**src/design/chm_pkg.sv**
```systemverilog
`timescale 1ns / 1ps
package chm_pkg;
   localparam int NumBuckets = 256;
   localparam int NumEntries = 256;
   localparam int MaxKeyBytes = 8;
   localparam int BktW = $clog2(NumBuckets);
   localparam int EntW = $clog2(NumEntries);
   localparam int LnkW = EntW + 1;
   localparam int CntW = $clog2(NumEntries + 1);
   localparam int StepW = $clog2(NumEntries + 1);
   localparam logic [63:0] FnvOffset = 64'hCBF29CE484222325;
   localparam logic [63:0] FnvPrime = 64'h00000100000001B3;
   localparam logic [LnkW-1:0] NilLink = LnkW'(NumEntries);

   localparam logic [1:0] ReqSet = 2'd0;
   localparam logic [1:0] ReqGet = 2'd1;
   localparam logic [1:0] ReqPop = 2'd2;
   localparam logic [1:0] ReqDel = 2'd3;

   localparam logic [1:0] StOk = 2'd0;
   localparam logic [1:0] StMiss = 2'd1;
   localparam logic [1:0] StFull = 2'd2;

   // controller to datapath commands
   typedef struct packed {
      logic load;       // capture request
      logic hash_step;  // one 16-bit partial product step
      logic head_rd;    // read bucket head
      logic advance;    // move cursor down the chain
      logic found_set;  // record match at cursor
      logic wr_value;   // update value of found entry
      logic insert;     // write new entry and link it
      logic unlink;     // unlink found entry
      logic finish;     // present result
      logic [1:0] status;
      logic clr_sweep;  // clear one bucket head
   } cmd_type;

   // datapath to controller status
   typedef struct packed {
      logic hash_done;
      logic at_nil;
      logic match;
      logic is_found;
      logic full;
      logic limit;
      logic sweep_done;
      logic [1:0] rtype;
   } stat_type;
endpackage

```
**src/design/chm_ctrl.sv**
```systemverilog
`timescale 1ns / 1ps
module chm_ctrl
   import chm_pkg::*;
(
   input  logic     clock,
   input  logic     reset,
   input  logic     req_valid,
   output logic     req_ready,
   output logic     rsp_valid,
   input  logic     rsp_ready,
   input  stat_type stat,
   output cmd_type  cmd
);
   typedef enum logic [3:0] {
      S_CLEAR, S_IDLE, S_HASH, S_HEAD, S_HEAD2, S_CHECK, S_READ, S_READ2,
      S_MATCH, S_ACT, S_FREE, S_DONE
   } state_type;

   state_type state_ff, state_in;
   logic rsp_valid_ff, rsp_valid_in;

   always_comb begin
      state_in = state_ff;
      rsp_valid_in = rsp_valid_ff;
      cmd = '0;
      req_ready = 1'b0;
      if (rsp_valid_ff && rsp_ready) rsp_valid_in = 1'b0;
      case (state_ff)
         S_CLEAR: begin
            cmd.clr_sweep = !stat.sweep_done;
            if (stat.sweep_done) state_in = S_IDLE;
         end
         S_IDLE: begin
            // accept when no result waits
            req_ready = !rsp_valid_ff;
            if (req_valid && !rsp_valid_ff) begin
               cmd.load = 1'b1;
               state_in = S_HASH;
            end
         end
         S_HASH: begin
            cmd.hash_step = 1'b1;
            if (stat.hash_done) state_in = S_HEAD;
         end
         S_HEAD: state_in = S_HEAD2;
         S_HEAD2: begin
            cmd.head_rd = 1'b1;
            state_in = S_CHECK;
         end
         S_CHECK: begin
            if (stat.at_nil || stat.limit) state_in = S_ACT;
            else state_in = S_READ;
         end
         S_READ: state_in = S_READ2;
         S_READ2: state_in = S_MATCH;
         S_MATCH: begin
            if (stat.match) begin
               cmd.found_set = 1'b1;
               state_in = S_ACT;
            end else begin
               cmd.advance = 1'b1;
               state_in = S_CHECK;
            end
         end
         S_ACT: begin
            state_in = S_DONE;
            if (stat.rtype == ReqSet) begin
               if (stat.is_found) begin
                  cmd.wr_value = 1'b1;
                  cmd.status = StOk;
               end else if (stat.full) begin
                  cmd.status = StFull;
               end else begin
                  cmd.insert = 1'b1;
                  cmd.status = StOk;
               end
            end else if (!stat.is_found) begin
               cmd.status = StMiss;
            end else begin
               cmd.status = StOk;
               if (stat.rtype != ReqGet) cmd.unlink = 1'b1;
            end
            cmd.finish = 1'b1;
         end
         S_DONE: begin
            rsp_valid_in = 1'b1;
            state_in = S_FREE;
         end
         S_FREE: state_in = S_IDLE;
         default: state_in = S_IDLE;
      endcase
   end

   always_ff @(posedge clock) begin
      if (reset) begin
         state_ff <= S_CLEAR;
         rsp_valid_ff <= 1'b0;
      end else begin
         state_ff <= state_in;
         rsp_valid_ff <= rsp_valid_in;
      end
   end

   assign rsp_valid = rsp_valid_ff;
endmodule

```
**config.mk**
```make
export PLATFORM = sky130hd
export DESIGN_NAME = chm_ctrl
export DESIGN_NICKNAME = d
export VERILOG_FILES = /design/src/design/chm_pkg.sv /design/src/design/chm_ctrl.sv
export SDC_FILE = /design/constraint.sdc
export NUM_CORES = 1
export LEC_CHECK = 0
export BUFFER_PORTS_ARGS = -buffer_cell sky130_fd_sc_hd__buf_2
export CAP_MARGIN = 40
export CORE_AREA = 2 2 39 41
export CTS_BUF_LIST = sky130_fd_sc_hd__clkbuf_4 sky130_fd_sc_hd__clkbuf_8 sky130_fd_sc_hd__clkbuf_16
export DETAILED_ROUTE_END_ITERATION = 6
export DIE_AREA = 0 0 41 43
export PLACE_DENSITY = 0.73
export SETUP_SLACK_MARGIN = 0.5
export SYNTH_ARGS = -nofsm -noshare
export SYNTH_HDL_FRONTEND = slang
export SYNTH_SLANG_ARGS = --single-unit
```
**constraint.sdc**
```tcl
create_clock -name clock -period 2.3 [get_ports clock]
set_input_delay 0.345 -clock clock [delete_from_list [all_inputs] [get_ports clock]]
set_output_delay 0.345 -clock clock [all_outputs]
set_load 0.02 [all_outputs]
```
==> results of run 1 <==
-- power by group through the flow --
stage | Clock [mW] | Combinational [mW] | Sequential, mW
floorplan | 0 | 0.0582 | 0.0961
global placement | 0 | 0.0765 | 0.105
detailed placement | 0 | 0.0770 | 0.106
CTS | 0.105 | 0.0859 | 0.102
global route | 0.113 | 0.100 | 0.104
finish | 0.103 | 0.0913 | 0.103
-- metal layers --
| metal | vias up | routed length (um) | part of all wire |
|---|---|---|---|
| met5 | - | 0 | 0 |
| met4 | 0 | 18 | 0.014 |
| met3 | 3 | 95 | 0.074 |
| met2 | 18 | 580 | 0.45 |
| met1 | 255 | 584 | 0.46 |
| li1 | 277 | - | - |
-- worst paths after layout --
kind                                     to  slack [ns]
worst max register to register  state_ff[2]        0.90
worst min register to register    rsp_valid        0.55
worst min-delay path            state_ff[2]        0.32
worst max-delay path                 cmd[8]        0.47
-- worst max-delay path, delay by kind of cell (launching register included) --
kind | cells | cell delay [ns]
DFF | 1 | 0.35
buffers and inverters | 2 | 0.16
and+or+nand+nor | 2 | 0.74
-- cell usage after synthesis (all sizes together), types with 2 or more instances --
master	n	area, um2
nand2b	3	18.8
clkbuf	2	7.51
a32oi	2	17.5
nor2b	5	31.3
a31oi	2	12.5
nor4	2	12.5
nand2	4	15.0
nor2	6	22.5
dfxtp	5	100
and3	3	18.8
or3	2	12.5
inv	4	15.0
o31ai	2	15.0
-- area by class of cell --
type                            instances  area (um2)  area share
Timing Repair Buffer                   32         186       0.276
Clock buffer                            3        22.5      0.0333
Clock inverter                          1        5.00     0.00741
Sequential cell                         5         109       0.161
Tap cell                               16        20.0      0.0296
Multi-Input combinational cell         46         318       0.470
Inverter                                4        15.0      0.0222
-- what timing repair did --
| action | 4_1_cts | 5_1_grt |
|---|---|---|
| pin swaps | 2 | 3 |
| setup buffers | 4 | 1 |
| hold buffers | 0 | 0 |
| setup endpoints to repair | 8 | 6 |
| resized for setup | 6 | 9 |
-- kinds of logic after synthesis --
kind of cell | count (synthesis)
multiplexers | 1
AND/OR/NAND/NOR | 34
flip-flops | 5
buffers and inverters | 7
AO/OA/AOI/OAI | 11
-- state kept, by name (all words and copies together) (netlist names) --
signal,count
state_ff,4
rsp_valid,1
-- stage by stage --
step                hold WS (ns)  utilization
global placement           0.525        0.411
finish                     0.315        0.488
CTS                        0.313        0.463
detailed placement         0.528        0.411
global route               0.320        0.488
floorplan                  0.414            -
==> impl_results.md, run 1 <==
- Outcome: complete, no violations
- Critical Path Sink Type: output port
- Hold wc startpoint: reset
- # nets final: 105
- First-pass iteration count of the detailed router: 3
- Slew @ Worst Pin: 0.249 ns
- Met2 usage: 0.219
- Share of cells above drive strength 1: 0.527
- Synth Area in XOR/XNOR: 0
- Routed Wire Length: ~1300 um
- Ys async rst share: 0
- Internal power: 0.198 mW
- DRC: 0
- Yosys reg bits: 5
- Final ANT Viol Nets: 0
- Endpoints failing hold: 0
- DIE HEIGHT: 43 um
- Filler Cell Count: ~150
- Worst Hold Class: in -> reg
- Final Skew: 0.00790 ns
- Total power: 0.297 mW
- Worst skew pair latency: 0.25 ns
- Seq/Total Area, Yosys: 0.240
- Initial core utilization: 0.302
- Placed Area: 569 um2
- Fmax: 546 MHz
- CTS Buf Count: 3
- Synth unique cells: 29
- R2r worst-path depth: 4
- Mean Syn Cell Area: 7.21 um2
- RR Startpoint: state_ff[1]
- Htree depth: 1
- Final Cycle Share: 0.797
- Total Die Area: 1760 um2
- Antenna violations before repair: 0
- Slowest stage delay, CP: 0.40 ns
- Crit path arrival time: around 1.5 ns
- Routability cong.: 0.879
- DIE WIDTH: between 40 and 50 um
- Max VDD drop: 0.205 mV
- Clock root buffer: clkbuf_4
- # diodes: 0
- Adder-cell share of the synthesized area: 0
- Most common cell after layout, fill and taps aside: buf_2
- Post-place setup slack: 0.585 ns
- Leak: 0.344 nW
- Logic pwr share: 0.307
- Area of the core: 1380 um2
- Fin crit period: about 1.8 ns
- Wirelength per Cell: roughly 12 um
- Pin count of the biggest net entering global routing: 14
- Yosys warns: 0
- I/O Pins: 27
- Simple-Gate Fraction of Synth Area: 0.470
- Cells on Worst Hold Path: 2
- RSZ-0062 raised after global routing: yes
- Switching Share: 0.333
- Syn_nets: 71
- Tot GR Track Use: 0.157
- DR vias/cell: roughly 5.2
- Largest family of logic cells by synthesized area: simple AND/OR/NAND/NOR gates
- Design Area, Final: 676 um2
- Psw: 0.0991 mW
- Vias in the first global route: 490
- Placed wire-length estimate: ~890 um
- Met1 Usage GRT: 0.224
- Sequential share of power: 0.346
- Most frequent cells in the layout: 23 x buf_2, 8 x buf_4, 6 x nor2_1, 4 x nor2b_1, 4 x nand2_1
- # Max-Cap Violations: 0
- GRT busiest layer: met1
- Congestion Overflow GR: 0
- Max_slew headroom: 0.833
- Critical path class: reg -> out
- Post-Syn Instances: 58
- Pwr/cell area: 440 nW/um2
- Drt initial violations: 20
- Finished Layout Cells: 107
- Setup TNS: 0 ns
- Met3 usage: 0.0419
- Crit-path max FO: 4
- Type of origin of the critical path: flip-flop
- Critical Path RT: 1.96 ns
- Mux contribution to synthesized area: 0.0240
- IO buf count: 26
- Worst Setup Slack, final: 0.467 ns
- Number of synthesized flops with an enable pin: 0
- Critical Path, Cell by Cell: or3b_4 > or3_4 > inv_2 > buf_6
- Via count: 553
- Power share of the clock group: 0.347
- Clock sink count: 5
- Worst Setup SP: state_ff[1]
- Slowest-stage cell, CP: or3b_4
- Row count: 14
- Clock transition at path regs: 0.05 ns
- CTS tree: yes
- Area Growth Syn to Fin: 61.7%
- Placed cells: about 100
- Most used DFF post-synth: dfxtp_1
- Final setup violation count: 0
- Post-synthesis compound-gate area fraction: 0.201
- Max Root-Sink Buffers: 2
- First-pass GRT wire length: 1980 um
- Max-slew violations: 0
- Mapped Area: 418 um2
(Power assumes the default switching activity.)
==> inputs of run 2 (changes only) <==
--- a/config.mk
+++ b/config.mk
@@ -5,13 +5,14 @@
 export SDC_FILE = /design/constraint.sdc
 export NUM_CORES = 1
 export LEC_CHECK = 0
+export ABC_AREA = 1
 export BUFFER_PORTS_ARGS = -buffer_cell sky130_fd_sc_hd__buf_2
 export CAP_MARGIN = 40
 export CORE_AREA = 2 2 39 41
 export CTS_BUF_LIST = sky130_fd_sc_hd__clkbuf_4 sky130_fd_sc_hd__clkbuf_8 sky130_fd_sc_hd__clkbuf_16
 export DETAILED_ROUTE_END_ITERATION = 6
 export DIE_AREA = 0 0 41 43
-export PLACE_DENSITY = 0.73
+export PLACE_DENSITY = 0.78
 export SETUP_SLACK_MARGIN = 0.5
 export SYNTH_ARGS = -nofsm -noshare
 export SYNTH_HDL_FRONTEND = slang
==> constraint.sdc (replaced) <==
create_clock -name clock -period 1.89 [get_ports clock]
set_input_delay 0.2835 -clock clock [delete_from_list [all_inputs] [get_ports clock]]
set_output_delay 0.2835 -clock clock [all_outputs]
set_load 0.02 [all_outputs]
==> impl_results.md, run 2 <==
- Slowest-stage cell, CP: dfxtp_4
- Critical Path RT: 1.61 ns
- Drt initial violations: 25
- Most frequent cells in the layout: 16 x buf_6, 14 x nand2_1, 14 x buf_4, 13 x buf_2, 10 x inv_1
- Register area: around 120 um2
- Crit-path max FO: 5
- Area of the core: 1380 um2
- Hold buffers post-CTS: 0
- Dominant cells by area after synthesis: dfxtp_1 21%, nand2_1 14%, inv_1 14%, nor2_1 14%, nand3_1 7.4%
- Area leader, netlist: dfxtp_1
- Row count: 14
- Biggest register: state_ff
- Largest register FFs: 4
- CTS tree: yes
- Mapped Area: 470 um2
- Post-synthesis compound-gate area fraction: 0.0665
- Largest family of logic cells by synthesized area: simple AND/OR/NAND/NOR gates
- Clock root buffer: clkbuf_4
- Pwr/cell area: 1040 nW/um2
- Area Growth Syn to Fin: 114%
- Cells on Worst Hold Path: 2
- Yosys warns: 0
- Ys async rst share: 0
- Share of cells above drive strength 1: 0.639
- Filler Cell Count: 100
- Congestion Overflow GR: 0
- Max_slew headroom: 0.807
- Critical Path Sink Type: output port
- Worst reg2reg setup slack: 0.55 ns
- Max VDD drop: 0.652 mV
- Antenna violations before repair: 0
- Htree depth: 1
- Buffers and inverters on the worst path: 3
- Simple-Gate Fraction of Synth Area: 0.569
- Most common cell in the netlist: nand2_1
- R2r worst-path depth: 10
- Design Area, Final: about 1000 um2
- Setup TNS: 0 ns
- Final ANT Viol Nets: 0
- Most used DFF post-synth: dfxtp_1
- CTS Buf Count: 3
- Yosys reg bits: 5
- Hold wc startpoint: reset
- Fmax: 650 MHz
- Max Root-Sink Buffers: 2
- Most frequent CP cell: inv_4
- First-pass GRT wire length: 2470 um
- Fin crit period: 1.54 ns
- WHS Endpoint: state_ff[1]
- DRC: 0
- Type of origin of the critical path: flip-flop
- Mean Syn Cell Area: 5.47 um2
- Cell family with most CP delay: flip-flops
- Post-Syn Instances: 86
- RSZ-0062 raised after global routing: yes
- Placed wire-length estimate: 1030 um
- # Max-Cap Violations: 0
- Number of synthesized flops with an enable pin: 0
- DR vias/cell: 4.92
- Final Skew: ~0.00064 ns
- CP Depth: 6
- Adder-cell share of the synthesized area: 0
- Synth unique cells: 16
- DIE HEIGHT: 43 um
- Max-slew violations: 0
- I/O Pins: 27
- Most common cell after layout, fill and taps aside: buf_6
- Outcome: complete, no violations
- Final Cycle Share: 0.814
- Footprint of the multi-input gates: 410 um2
- Seq/Total Area, Yosys: 0.213
- Clock sink count: 5
- Total power: 1.05 mW
- Initial core utilization: 0.340
- Final setup violation count: 0
- Synth Area in XOR/XNOR: 0
- DIE WIDTH: 41 um
- Utilization after layout: 0.728
- Vias in the first global route: ~640
- Critical Path, Cell by Cell: inv_4 > nand2_2 > nor2_4 > inv_4 > nor4_4 > buf_4
- Total Die Area: 1760 um2
- Clock transition at path regs: roughly 0.040 ns
- # nets final: approximately 150
- Placed Area: 676 um2
- First-pass iteration count of the detailed router: 4
- IO buf count: 26
- Share of the synthesized area in the top cell type: 0.213
- Via count: 733
- Endpoints failing hold: 0
- Worst skew pair latency: about 0.23 ns
- Slew @ Worst Pin: a little under 0.3 ns
- Wirelength per Cell: 11.5 um
- Leak: 0.529 nW
- Tot GR Track Use: 0.204
- Routability cong.: 0.858
- RR Startpoint: state_ff[2]
- Slowest stage delay, CP: 0.36 ns
- Worst reg2reg path endpoint: state_ff[0]
- Crit path arrival time: approximately 1.3 ns
- Critical path class: reg -> out
- Mux contribution to synthesized area: 0
- Pin count of the biggest net entering global routing: 6
- Worst Hold Class: in -> reg
- # diodes: 0
- Synth top cells by count: 18 x nand2_1, 17 x inv_1, 17 x nor2_1
- Syn_nets: 99
- Routed Wire Length: 1720 um
-- run 2: cell count changes after synthesis, sizes merged, moves of 2 or more --
cell	before	now
a21oi	1	5
a32oi	2	0
and3	3	0
clkbuf	2	0
inv	4	19
nand2	4	20
nand2b	3	0
nand3	1	7
nand3b	1	3
nor2	6	21
nor2b	5	0
nor3	1	3
o31ai	2	0
or3	2	0
-- run 2: logic make-up after synthesis --
| kind of cell | after synthesis |
|---|---|
| AOI/OAI and AO/OA | 6 |
| buffers and inverters | 19 |
| and+or+nand+nor | 56 |
| DFF | 5 |
-- run 2: layout make-up --
cell class	instances	area share
Tap cell	16	0.0199
Sequential cell	5	0.114
Inverter	19	0.0807
Clock buffer	4	0.0298
Multi-Input combinational cell	62	0.407
Timing Repair Buffer	43	0.348
-- run 2: worst max-delay path by stage --
stage                      from  endpoint
floorplan           state_ff[2]    cmd[6]
global placement        stat[1]    cmd[5]
detailed placement      stat[1]    cmd[5]
CTS                 state_ff[2]    cmd[5]
global route        state_ff[1]    cmd[5]
finish              state_ff[1]    cmd[5]
-- run 2: where the power goes --
part / leakage [nW] / switching (mW) / total [mW] / internal (mW)
registers: 0.0436 / 0.0485 / 0.188 / 0.139
logic: 0.467 / 0.376 / 0.726 / 0.350
clock network: 0.0184 / 0.0389 / 0.133 / 0.0938
-- run 2: per-stage QoR --
stage | instances | hold WS (ns) | setup slack [ns]
2_1_floorplan | 86 | 0.353 | 0.492
3_3_place_gp | 128 | 0.497 | 0.421
3_5_place_dp | 128 | 0.498 | 0.401
4_1_cts | 143 | 0.239 | 0.388
5_1_grt | 149 | 0.245 | 0.264
6_report | 149 | 0.247 | 0.351
-- run 2: per-layer routing --
metal	wire length (um)	track usage	up-vias
li1	-	-	361
met1	641	0.219	341
met2	996	0.363	29
met3	69	0.0314	2
met4	11	0.0867	0
met5	0	0	-
-- run 2: repair_timing --
action,CTS,global route
resized for setup,31,32
buffers inserted,11,6
pin swaps,8,11
setup endpoints to repair,13,15
-- run 2: worst reg2reg max path, stage by stage, from the launching register on --
cell     delay, ns
dfxtp_4       0.38
inv_4         0.04
nand2_4       0.09
nor2_4        0.05
buf_4         0.12
buf_6         0.10
buf_6         0.11
a21oi_2       0.09
nand3_1       0.08
nor2_1        0.11
nor2_1        0.06
